### src/rtl/pcbm_pkg.sv
// Shared types and constants for the parity-class binned mean block.
`default_nettype none
package pcbm_pkg;

  // Store geometry: one row per bin plus one row of totals
  localparam int NUM_CLASSES = 8;
  localparam int NUM_SLOTS   = NUM_CLASSES * 2;
  localparam int SUM_W       = 48;
  localparam int CNT_W       = 32;
  localparam int SLOT_W      = SUM_W + CNT_W;
  localparam int ROW_W       = NUM_SLOTS * SLOT_W;

  // Serial divider: 48-bit dividend, 32-bit divisor
  localparam int DVD_W     = 48;
  localparam int DVS_W     = 32;
  localparam int DIV_CNT_W = 6;

  // Operation codes
  localparam logic [1:0] OP_CLEAR = 2'd0;
  localparam logic [1:0] OP_ACC   = 2'd1;
  localparam logic [1:0] OP_QUERY = 2'd2;

  // Configuration register indexes
  localparam logic [1:0] REG_BIN_SCALE   = 2'd0;
  localparam logic [1:0] REG_ACTIVE_BINS = 2'd1;

  localparam logic [23:0] BIN_SCALE_RST   = 24'd4096;
  localparam logic [6:0]  ACTIVE_BINS_RST = 7'd60;

  // Divider handshake toward the sequencer
  typedef struct packed {
    logic busy;
    logic done;
  } div_stat_t;

endpackage
`default_nettype wire

### src/rtl/pcbm_div.sv
// Restoring serial divider, one quotient bit per cycle.
`default_nettype none
module pcbm_div (
  input  wire logic                        clk_i,
  input  wire logic                        rst_ni,
  input  wire logic                        start_i,
  input  wire logic [pcbm_pkg::DVD_W-1:0]  dividend_i,
  input  wire logic [pcbm_pkg::DVS_W-1:0]  divisor_i,
  output pcbm_pkg::div_stat_t              stat_o,
  output logic      [pcbm_pkg::DVD_W-1:0]  quotient_o
);

  logic                             busy_q, done_q;
  logic [pcbm_pkg::DIV_CNT_W-1:0]   cnt_q;
  logic [pcbm_pkg::DVD_W-1:0]       dq_q, dq_d;
  logic [pcbm_pkg::DVS_W-1:0]       rem_q, rem_d, den_q;
  logic [pcbm_pkg::DVS_W:0]         rem_sh, diff;
  logic                             ge;

  // One shift-subtract step
  always_comb begin
    rem_sh = {rem_q, dq_q[pcbm_pkg::DVD_W-1]};
    diff   = rem_sh - {1'b0, den_q};
    ge     = rem_sh >= {1'b0, den_q};
    rem_d  = ge ? diff[pcbm_pkg::DVS_W-1:0] : rem_sh[pcbm_pkg::DVS_W-1:0];
    dq_d   = {dq_q[pcbm_pkg::DVD_W-2:0], ge};
  end

  // Control
  always_ff @(posedge clk_i or negedge rst_ni) begin
    if (!rst_ni) begin
      busy_q <= 1'b0;
      done_q <= 1'b0;
      cnt_q  <= '0;
    end else begin
      done_q <= 1'b0;
      if (start_i) begin
        busy_q <= 1'b1;
        cnt_q  <= '0;
      end else if (busy_q) begin
        cnt_q <= cnt_q + 1'b1;
        if (cnt_q == pcbm_pkg::DIV_CNT_W'(pcbm_pkg::DVD_W - 1)) begin
          busy_q <= 1'b0;
          done_q <= 1'b1;
        end
      end
    end
  end

  // Datapath
  always_ff @(posedge clk_i) begin
    if (start_i) begin
      dq_q  <= dividend_i;
      den_q <= divisor_i;
      rem_q <= '0;
    end else if (busy_q) begin
      dq_q  <= dq_d;
      rem_q <= rem_d;
    end
  end

  assign stat_o.busy = busy_q;
  assign stat_o.done = done_q;
  assign quotient_o  = dq_q;

endmodule
`default_nettype wire

### config.mk
export PLATFORM = sky130hd
export DESIGN_NAME = pcbm_div
export DESIGN_NICKNAME = d
export VERILOG_FILES = /design/src/rtl/pcbm_pkg.sv /design/src/rtl/pcbm_div.sv
export SDC_FILE = /design/constraint.sdc
export NUM_CORES = 1
export LEC_CHECK = 0
export BUFFER_PORTS_ARGS = -buffer_cell sky130_fd_sc_hd__buf_4
export CAP_MARGIN = 25
export CORE_ASPECT_RATIO = 1.1
export CORE_UTILIZATION = 40
export CTS_CLUSTER_DIAMETER = 200
export DETAILED_ROUTE_END_ITERATION = 10
export SLEW_MARGIN = 20
export SYNTH_ARGS = -nofsm -noshare
export SYNTH_HDL_FRONTEND = slang
export SYNTH_SLANG_ARGS = --single-unit
### constraint.sdc
create_clock -name clk_i -period 7.37 [get_ports clk_i]
set_clock_uncertainty 0.2 [all_clocks]
set_input_delay 1.474 -clock clk_i [delete_from_list [all_inputs] [get_ports clk_i]]
set_output_delay 1.474 -clock clk_i [all_outputs]
set_load 0.02 [all_outputs]
==> results of run 1 <==
==> metrics by stage <==
| step | setup WS, ns | instance area (um2) | hold slack [ns] | util |
|---|---|---|---|---|
| after floorplan | 3.85 | 6680 | 0.253 | - |
| after CTS | 3.87 | 8350 | 0.299 | 0.512 |
| after global placement | 3.59 | 7790 | 0.284 | 0.478 |
| after detailed placement | 3.48 | 7790 | 0.289 | 0.478 |
| after global routing | 3.63 | 8380 | 0.321 | 0.514 |
| final | 3.86 | 8380 | 0.292 | 0.514 |
==> registers in the layout, indices dropped and copies added, names as in the netlist <==
name        count
quotient_o     48
den_q          32
rem_q          32
cnt_q           6
busy_q          1
done_q          1
==> cells by family (layout without fill, tap and decap cells) <==
kind of cell / after synthesis / count (layout) / synth area share
AO/OA/AOI/OAI: 148 / 148 / 0.151
AND/OR/NAND/NOR: 185 / 185 / 0.129
buffers and inverters: 78 / 213 / 0.0484
adder cells (fa/ha/maj): 34 / 34 / 0.0649
multiplexers: 55 / 55 / 0.0917
XOR/XNOR: 23 / 23 / 0.0302
flip-flops: 120 / 120 / 0.486
==> routing by layer <==
metal / vias to the layer above / wire (um)
met1: 2517 / 6860
met5: - / 0
li1: 2592 / -
met3: 23 / 1180
met2: 184 / 7440
met4: 0 / 284
==> power breakdown <==
part / switching (mW) / internal, mW
sequential: 0.0871 / 0.845
clock: 0.318 / 0.463
combinational: 0.612 / 0.432
total: 1.02 / 1.74
==> synthesized netlist by cell type (all sizes together) (9+ instances only) <==
| master | count | area (um2) |
|---|---|---|
| a21o | 9 | 67.6 |
| a21oi | 36 | 180 |
| a311oi | 16 | 140 |
| a31oi | 9 | 77.6 |
| and3 | 10 | 67.6 |
| buf | 14 | 80.1 |
| clkbuf | 20 | 77.6 |
| dfxtp | 32 | 641 |
| edfxtp | 80 | 2400 |
| ha | 33 | 413 |
| inv | 44 | 165 |
| mux2 | 49 | 552 |
| nand2 | 69 | 259 |
| nand3 | 10 | 50.1 |
| nand4 | 9 | 62.6 |
| nor2 | 54 | 203 |
| o21ai | 32 | 160 |
| xnor2 | 13 | 114 |
| xor2 | 10 | 87.6 |
==> path summary, 6_finish.rpt <==
kind / endpoint / slack (ns) / cells after the start
setup / recovery: rem_q[31] / 3.86 / 11
hold / removal: rem_q[1] / 0.29 / 2
setup reg to reg: rem_q[31] / 3.86 / 11
hold reg to reg: rem_q[1] / 0.29 / 2
max in group asynchronous: cnt_q[0] / 6.18 / 1
min in group asynchronous: cnt_q[4] / 0.66 / 1
==> worst max-delay path: stages, from the launching register on <==
cell,delay [ns]
sky130_fd_sc_hd__dfxtp_1,0.34
sky130_fd_sc_hd__ha_1,0.38
sky130_fd_sc_hd__a21oi_1,0.36
sky130_fd_sc_hd__o21bai_1,0.11
sky130_fd_sc_hd__a211oi_1,0.23
sky130_fd_sc_hd__o21ai_1,0.13
sky130_fd_sc_hd__a211oi_2,0.30
sky130_fd_sc_hd__nand3_1,0.41
sky130_fd_sc_hd__buf_4,0.39
sky130_fd_sc_hd__and4b_1,0.23
sky130_fd_sc_hd__mux2i_1,0.14
sky130_fd_sc_hd__a41oi_1,0.12
==> final cells by class <==
class,instances,area [um2]
Fill cell,1517,7930
Inverter,44,165
Tap cell,204,255
Clock inverter,14,126
Multi-Input combinational cell,445,3110
Sequential cell,120,3240
Clock buffer,18,429
Timing Repair Buffer,137,1050
==> qor.txt, run 1 <==
============================================================================
Total global routing track utilization                                 0.192
Fraction of the yosys area taken by sequential cells                   0.486
Min-Delay Startpoint                                                rem_q[1]
Post-CTS sizing                                                            0
Count of distinct cell types in the synthesized netlist                   64
Number of instances in the placed design                                 949
Violated checks                                                 design-rule violations
Mapped Area                                                      0.00668 mm2
Hold violation count in the final report                                   0
Worst EP required                                                    7.44 ns
Aggregate routed wire length                                        15800 um
Nature of the critical path endpoint                               flip-flop
Via count                                                               5316
Synthesized instance count                                               643
Number of levels the H-tree was split into                                 4
Layout area overhead                                                   25.5%
Number of buffers on the longest clock path                                2
Maximum fanout along the worst path                                       23
Count of input and output buffers                                        132
M2 GR Usage                                                            0.322
CTS clock-pin slew for the worst setup and hold paths                0.06 ns
Per-instance average area after synthesis                           10.4 um2
Final net count                                                          882
Starting Density                                                       0.409
Diodes inserted                                                            0
Min Tclk post-route                                                  3.51 ns
Number of synthesized register bits                                      120
Number of sinks handled by clock tree synthesis                          120
Highest attainable clock frequency                                   285 MHz
Routing usage on met1                                                  0.225
Total power divided by cell area                                  329 mW/mm2
Critical path start-end classification                            reg -> reg
Leakage power total                                                  3.54 nW
Area of the placeable core                                        0.0163 mm2
Routed length per instance                                           16.1 um
First element of the critical path                                 rem_q[25]
Area of the die                                                   0.0172 mm2
Maximum number of pins on one net before global-route repair              75
Non-filler instance count after layout                                   982
Clock tree from TritonCTS                                                yes
Worst setup SP type                                                flip-flop
Most common library cell in the layout ignoring fill and taps   sky130_fd_sc_hd__buf_4
Synthesized Nets                                                         760
Share of the clock period used by the worst path                       0.476
Standard-cell row count                                                   49
Number of max-slew violations in the final report                          0
Leading cell types in the layout, fill and taps excluded        sky130_fd_sc_hd__buf_4, sky130_fd_sc_hd__edfxtp_1, sky130_fd_sc_hd__nand2_1, sky130_fd_sc_hd__nor2_1, sky130_fd_sc_hd__mux2_2
Setup repair after global routing missed its margin                       no
Number of buffers inserted by post-CTS setup repair                        0
Placer Congestion                                                      0.868
Die extent in x                                                       125 um
Drt first pass iters                                                       7
First-pass GRT wire length                                          25900 um
Clock insertion delay at the later pin of the skew report            0.43 ns
Number of warnings printed during yosys synthesis                          0
Worst endpoint data arrival time                                     3.58 ns
Met3 global-route usage                                               0.0629
Initial antenna violation count                                            0
FF-to-FF Start                                                     rem_q[25]
Vias in the first global route                                          5367
Share of layout cells above drive strength 1                           0.292
Half-perimeter wire length after detailed placement                 11000 um
Vias per std cell                                                       5.41
Violation count after the first detailed-routing iteration               295
Final Setup Violations                                                     0
Overall die height                                                    137 um
Max-Slew Margin vs Limit                                               0.362
Number of buffers inserted by hold repair at cts                           0
Top-level I/O count                                                      133
Final sum of negative setup slack                                       0 ns
Post-route DRC violation count                                             4
Outcome                                                         complete, but fails checks
Remaining global-route overflow                                            0
Inserted Clock Buffers                                                    17
Async set-or-reset flop fraction in the synthesized netlist           0.0667
Worst hold path type                                              reg -> reg
Clock root buffer                                               sky130_fd_sc_hd__clkbuf_16
Top flip-flop cell by instance count after synthesis            sky130_fd_sc_hd__edfxtp_1
Power after layout                                                   2.76 mW
Detail Route Antenna Nets                                                  0
Worst Tran Pin Value                                                0.953 ns
Number of flops mapped to enable cells by yosys                           80
Maximum vdd drop                                                  0.000180 V
Peak-usage layer in the global routing report                           met2
Max-capacitance violation count                                            0
============================================================================
(Power assumes the default switching activity.)
==> inputs of run 2 (changes only) <==
==> constraint.sdc (replaced) <==
create_clock -name clk_i -period 3.2 [get_ports clk_i]
set_clock_uncertainty 0.2 [all_clocks]
set_input_delay 0.64 -clock clk_i [delete_from_list [all_inputs] [get_ports clk_i]]
set_output_delay 0.64 -clock clk_i [all_outputs]
set_load 0.02 [all_outputs]
==> qor.txt, run 2 (synthesis gave the netlist of run 1 again) <==
==================================================================================
Hold slack final                                                          0.187 ns
Half-perimeter wire length after detailed placement                       11300 um
Final Setup Violations                                                           0
Flip-flop count of the largest register, all copies and words added             48
Area of the die                                                         0.0172 mm2
Maximum vdd drop                                                        0.000500 V
Die extent in x                                                             125 um
Number of sinks handled by clock tree synthesis                                120
Initial antenna violation count                                                  0
Layout area overhead                                                         29.6%
Via count                                                                     5357
Maximum fanout along the worst path                                              4
Clock insertion delay at the later pin of the skew report                  0.43 ns
Violation count after the first detailed-routing iteration                     296
Starting Density                                                             0.409
Post-route DRC violation count                                                   2
Diodes inserted                                                                  0
Worst Tran Pin Value                                                      0.614 ns
Top-level I/O count                                                            133
CTS clock-pin slew for the worst setup and hold paths                      0.06 ns
Setup repair after global routing missed its margin                             no
Peak per-stage delay on the critical path                                  0.41 ns
Nature of the critical path endpoint                                     flip-flop
Critical path start-end classification                                  reg -> reg
Number of buffers on the longest clock path                                      2
Violated checks                                                       design-rule violations
Worst endpoint data arrival time                                           3.17 ns
Cell mode on critical path                                            sky130_fd_sc_hd__a31oi_4
Outcome                                                               complete, but fails checks
Vias in the first global route                                                5339
Worst EP required                                                          3.33 ns
Share of the clock period used by the worst path                             0.950
First-pass GRT wire length                                                25900 um
Remaining global-route overflow                                                  0
Aggregate routed wire length                                              15900 um
Leading cell types in the layout, fill and taps excluded              sky130_fd_sc_hd__buf_4, sky130_fd_sc_hd__edfxtp_1, sky130_fd_sc_hd__nand2_1, sky130_fd_sc_hd__nor2_1, sky130_fd_sc_hd__mux2_2
Overall die height                                                          137 um
Standard-cell row count                                                         49
Drt first pass iters                                                            10
Clock root buffer                                                     sky130_fd_sc_hd__clkbuf_16
Maximum number of pins on one net before global-route repair                    54
Inserted Clock Buffers                                                          17
Min Tclk post-route                                                        3.04 ns
Routed length per instance                                                 15.9 um
Share of layout cells above drive strength 1                                 0.317
Area of the placeable core                                              0.0163 mm2
Final net count                                                                900
Placer Congestion                                                            0.897
Hold violation count in the final report                                         0
Highest-delay cell along the critical path                            sky130_fd_sc_hd__fa_1
Max-capacitance violation count                                                  0
Vias per std cell                                                             5.36
Total global routing track utilization                                       0.193
Worst hold path type                                                     in -> reg
Non-filler instance count after layout                                        1000
Count of input and output buffers                                              132
Leakage power total                                                        3.69 nW
Worst setup SP type                                                      flip-flop
Detail Route Antenna Nets                                                        0
Number of levels the H-tree was split into                                       4
Total power divided by cell area                                        791 mW/mm2
Cell Chain, Critical Path                                             inv_1 > ha_1 > fa_1 > nor2b_2 > o21ai_1 > a21o_1 > a31oi_4 > a31oi_4 > o21a_1 > nor4_2 > o31ai_1 > a311oi_1
Number of max-slew violations in the final report                                0
Number of instances in the placed design                                       966
Clock tree from TritonCTS                                                      yes
Max-Slew Margin vs Limit                                                     0.591
Most common library cell in the layout ignoring fill and taps         sky130_fd_sc_hd__buf_4
Highest attainable clock frequency                                         329 MHz
==================================================================================
## run 2: final cells by class
| type | instances | area (um2) |
|---|---|---|
| flip-flops and latches | 120 | 3240 |
| repair buffers | 155 | 1180 |
| well taps | 204 | 255 |
| multi-input cells | 445 | 3150 |
| fillers | 1465 | 7650 |
| clock buffers | 17 | 425 |
| clock inverters | 15 | 239 |
| inverters | 44 | 165 |
## run 2: layer usage
| metal | wire length [um] | vias up | share of wire | GRT usage |
|---|---|---|---|---|
| li1 | - | 2636 | - | - |
| met1 | 6820 | 2503 | 0.43 | 0.225 |
| met2 | 7620 | 191 | 0.48 | 0.327 |
| met3 | 1180 | 27 | 0.074 | 0.0652 |
| met4 | 300 | 0 | 0.019 | 0.0813 |
| met5 | 0 | - | 0 | 0 |
## run 2: final timing paths
kind / start / endpoint / slack (ns) / depth (start not counted)
worst max-delay path: quotient_o[47] / rem_q[18] / 0.16 / 12
worst min-delay path: divisor_i[14] / den_q[14] / 0.19 / 1
worst max register to register: quotient_o[47] / rem_q[18] / 0.16 / 12
worst min register to register: rem_q[27] / rem_q[27] / 0.28 / 2
max in group asynchronous: rst_ni / cnt_q[0] / 2.30 / 2
min in group asynchronous: rst_ni / cnt_q[1] / 0.36 / 2
## run 2: repair_timing
action | 4_1_cts | 5_1_grt
pin swaps | 0 | 1
hold buffers | 1 | 0
setup buffers | 0 | 1
gates resized for setup | 1 | 6
endpoints found under the setup margin | 2 | 5
hold endpoints to repair | 8 | 0
## run 2: metrics by stage
step	power, mW	setup TNS [ns]	utilization	worst slack, ns	cell area [um2]
final	6.85	0	0.531	0.162	8650
after CTS	6.85	0	0.528	0.0976	8610
after global routing	7.24	0	0.531	0.00177	8650
after global placement	4.58	0	0.486	0.107	7930
after detailed placement	4.62	-0.0332	0.486	-0.0332	7930
after floorplan	3.91	0	-	0.127	6680
## run 2: power breakdown
part	internal, mW	switching [mW]
clock	1.40	0.778
combinational	1.10	1.43
sequential	1.95	0.189
total	4.45	2.40
## run 2: worst max-delay path, delay by kind of cell, from the launching register on
kind            cells  cell delay (ns)
compound gates      7             1.30
fa+ha+maj           2             0.63
buf+inv             1             0.05
flops               1             0.35
simple gates        2             0.42
==> inputs of run 3 (changes only) <==
--- a/config.mk
+++ b/config.mk
@@ -9,6 +9,7 @@
 export CAP_MARGIN = 25
 export CORE_ASPECT_RATIO = 1.1
 export CORE_UTILIZATION = 40
+export CTS_BUF_LIST = sky130_fd_sc_hd__clkbuf_4
 export CTS_CLUSTER_DIAMETER = 200
 export DETAILED_ROUTE_END_ITERATION = 10
 export SLEW_MARGIN = 20
==> qor.txt, run 3 (synthesis gave the netlist of run 1 again) <==
==================================================================================
Outcome                                                               complete, but fails checks
Violated checks                                                       design-rule violations
Worst setup SP type                                                      flip-flop
Hold violation count in the final report                                         0
Maximum vdd drop                                                        0.000261 V
Number of instances in the placed design                                       966
Total power divided by cell area                                        723 mW/mm2
Count of input and output buffers                                              132
Layout area overhead                                                         25.5%
Starting Density                                                             0.409
Area of the die                                                         0.0172 mm2
Nature of the critical path endpoint                                     flip-flop
Worst Tran Pin Value                                                      0.609 ns
Max-Slew Margin vs Limit                                                     0.594
Post-route DRC violation count                                                   2
Clock tree from TritonCTS                                                      yes
Min-Delay Startpoint                                                  divisor_i[14]
Critical path start-end classification                                  reg -> reg
Min Tclk post-route                                                        3.03 ns
Remaining global-route overflow                                                  0
Standard-cell row count                                                         49
Maximum fanout along the worst path                                              4
Share of layout cells above drive strength 1                                 0.319
Aggregate routed wire length                                              15800 um
Worst hold path type                                                     in -> reg
Share of the clock period used by the worst path                             0.947
Number of levels the H-tree was split into                                       4
Register-to-Register Setup Slack                                           0.17 ns
Overall die height                                                          137 um
Top-level I/O count                                                            133
Initial antenna violation count                                                  1
FF-to-FF Start                                                        quotient_o[47]
Number of sinks handled by clock tree synthesis                                120
First element of the critical path                                    quotient_o[47]
Total global routing track utilization                                       0.190
Most common library cell in the layout ignoring fill and taps         sky130_fd_sc_hd__buf_4
Worst EP required                                                          3.44 ns
Setup repair after global routing missed its margin                             no
Number of buffers on the longest clock path                                      2
Final worst slack                                                         0.171 ns
Clock root buffer                                                     sky130_fd_sc_hd__clkbuf_4
Placer Congestion                                                            0.897
Leakage power total                                                        3.57 nW
Flip-flop count of the largest register, all copies and words added             48
Area of the placeable core                                              0.0163 mm2
First-pass GRT wire length                                                25700 um
Drt first pass iters                                                            10
Maximum number of pins on one net before global-route repair                    54
Non-filler instance count after layout                                        1002
Via count                                                                     5384
Final net count                                                                901
Vias in the first global route                                                5318
Half-perimeter wire length after detailed placement                       11300 um
Violation count after the first detailed-routing iteration                     325
Detail Route Antenna Nets                                                        0
Worst endpoint data arrival time                                           3.27 ns
Inserted Clock Buffers                                                          17
Final Setup Violations                                                           0
Power after layout                                                         6.06 mW
Max-capacitance violation count                                                  0
Die extent in x                                                             125 um
Vias per std cell                                                             5.37
Highest attainable clock frequency                                         330 MHz
Routed length per instance                                                 15.8 um
Final Core Density                                                           0.514
CTS clock-pin slew for the worst setup and hold paths                      0.13 ns
Leading cell types in the layout, fill and taps excluded              sky130_fd_sc_hd__buf_4, sky130_fd_sc_hd__edfxtp_1, sky130_fd_sc_hd__nand2_1, sky130_fd_sc_hd__nor2_1, sky130_fd_sc_hd__mux2_2
Worst slack at placement                                                -0.0332 ns
Number of max-slew violations in the final report                                0
Clock insertion delay at the later pin of the skew report                  0.56 ns
==================================================================================
[run 3: cell type report]
type	instances	area (um2)
clock buffers	17	128
inverters	44	165
clock inverters	15	239
well taps	204	255
multi-input cells	445	3150
fillers	1505	7930
flip-flops and latches	120	3240
diodes	1	2.50
repair buffers	156	1190
[run 3: worst paths after layout]
| check | depth (start not counted) | to |
|---|---|---|
| max | 12 | rem_q[28] |
| min | 1 | den_q[14] |
| max reg2reg | 12 | rem_q[28] |
| min reg2reg | 2 | rem_q[27] |
| max in group asynchronous | 2 | cnt_q[0] |
| min in group asynchronous | 2 | cnt_q[1] |
[run 3: per-stage QoR]
| stage | hold slack, ns | TNS [ns] | cell area [um2] |
|---|---|---|---|
| 2_1_floorplan | 0.144 | 0 | 6680 |
| 3_3_place_gp | 0.261 | 0 | 7930 |
| 3_5_place_dp | 0.264 | -0.0332 | 7930 |
| 4_1_cts | 0.00653 | 0 | 8320 |
| 5_1_grt | 0.00811 | 0 | 8380 |
| 6_report | 0.0497 | 0 | 8380 |
[run 3: power by group]
part | leakage, nW | internal, mW | switching (mW) | total (mW)
clock network | 0.195 | 0.720 | 0.674 | 1.39
registers | 1.19 | 1.94 | 0.188 | 2.13
logic | 2.19 | 1.10 | 1.43 | 2.53
[run 3: what timing repair did]
| item | in CTS | in global routing |
|---|---|---|
| gates resized for setup | 1 | 8 |
| gates cloned | 0 | 0 |
| hold buffers | 2 | 0 |
| setup buffers | 0 | 1 |
| pin swaps | 0 | 2 |
| hold endpoints to repair | 9 | 0 |
| setup endpoints to repair | 2 | 7 |
[run 3: routing by layer]
| metal | track usage | share of wire |
|---|---|---|
| met1 | 0.224 | 0.43 |
| met2 | 0.318 | 0.48 |
| met5 | 0 | 0 |
| met4 | 0.0867 | 0.018 |
| met3 | 0.0621 | 0.080 |
[run 3: critical path, cell delays in order, from the launching register on]
cell                       delay, ns
sky130_fd_sc_hd__edfxtp_1       0.37
sky130_fd_sc_hd__inv_1          0.05
sky130_fd_sc_hd__ha_1           0.22
sky130_fd_sc_hd__fa_1           0.41
sky130_fd_sc_hd__nor2b_2        0.16
sky130_fd_sc_hd__o21ai_1        0.09
sky130_fd_sc_hd__a21o_1         0.23
sky130_fd_sc_hd__a31oi_4        0.22
sky130_fd_sc_hd__a31oi_4        0.14
sky130_fd_sc_hd__o21bai_4       0.21
sky130_fd_sc_hd__a221oi_1       0.13
sky130_fd_sc_hd__and3_1         0.22
sky130_fd_sc_hd__o31a_1         0.28
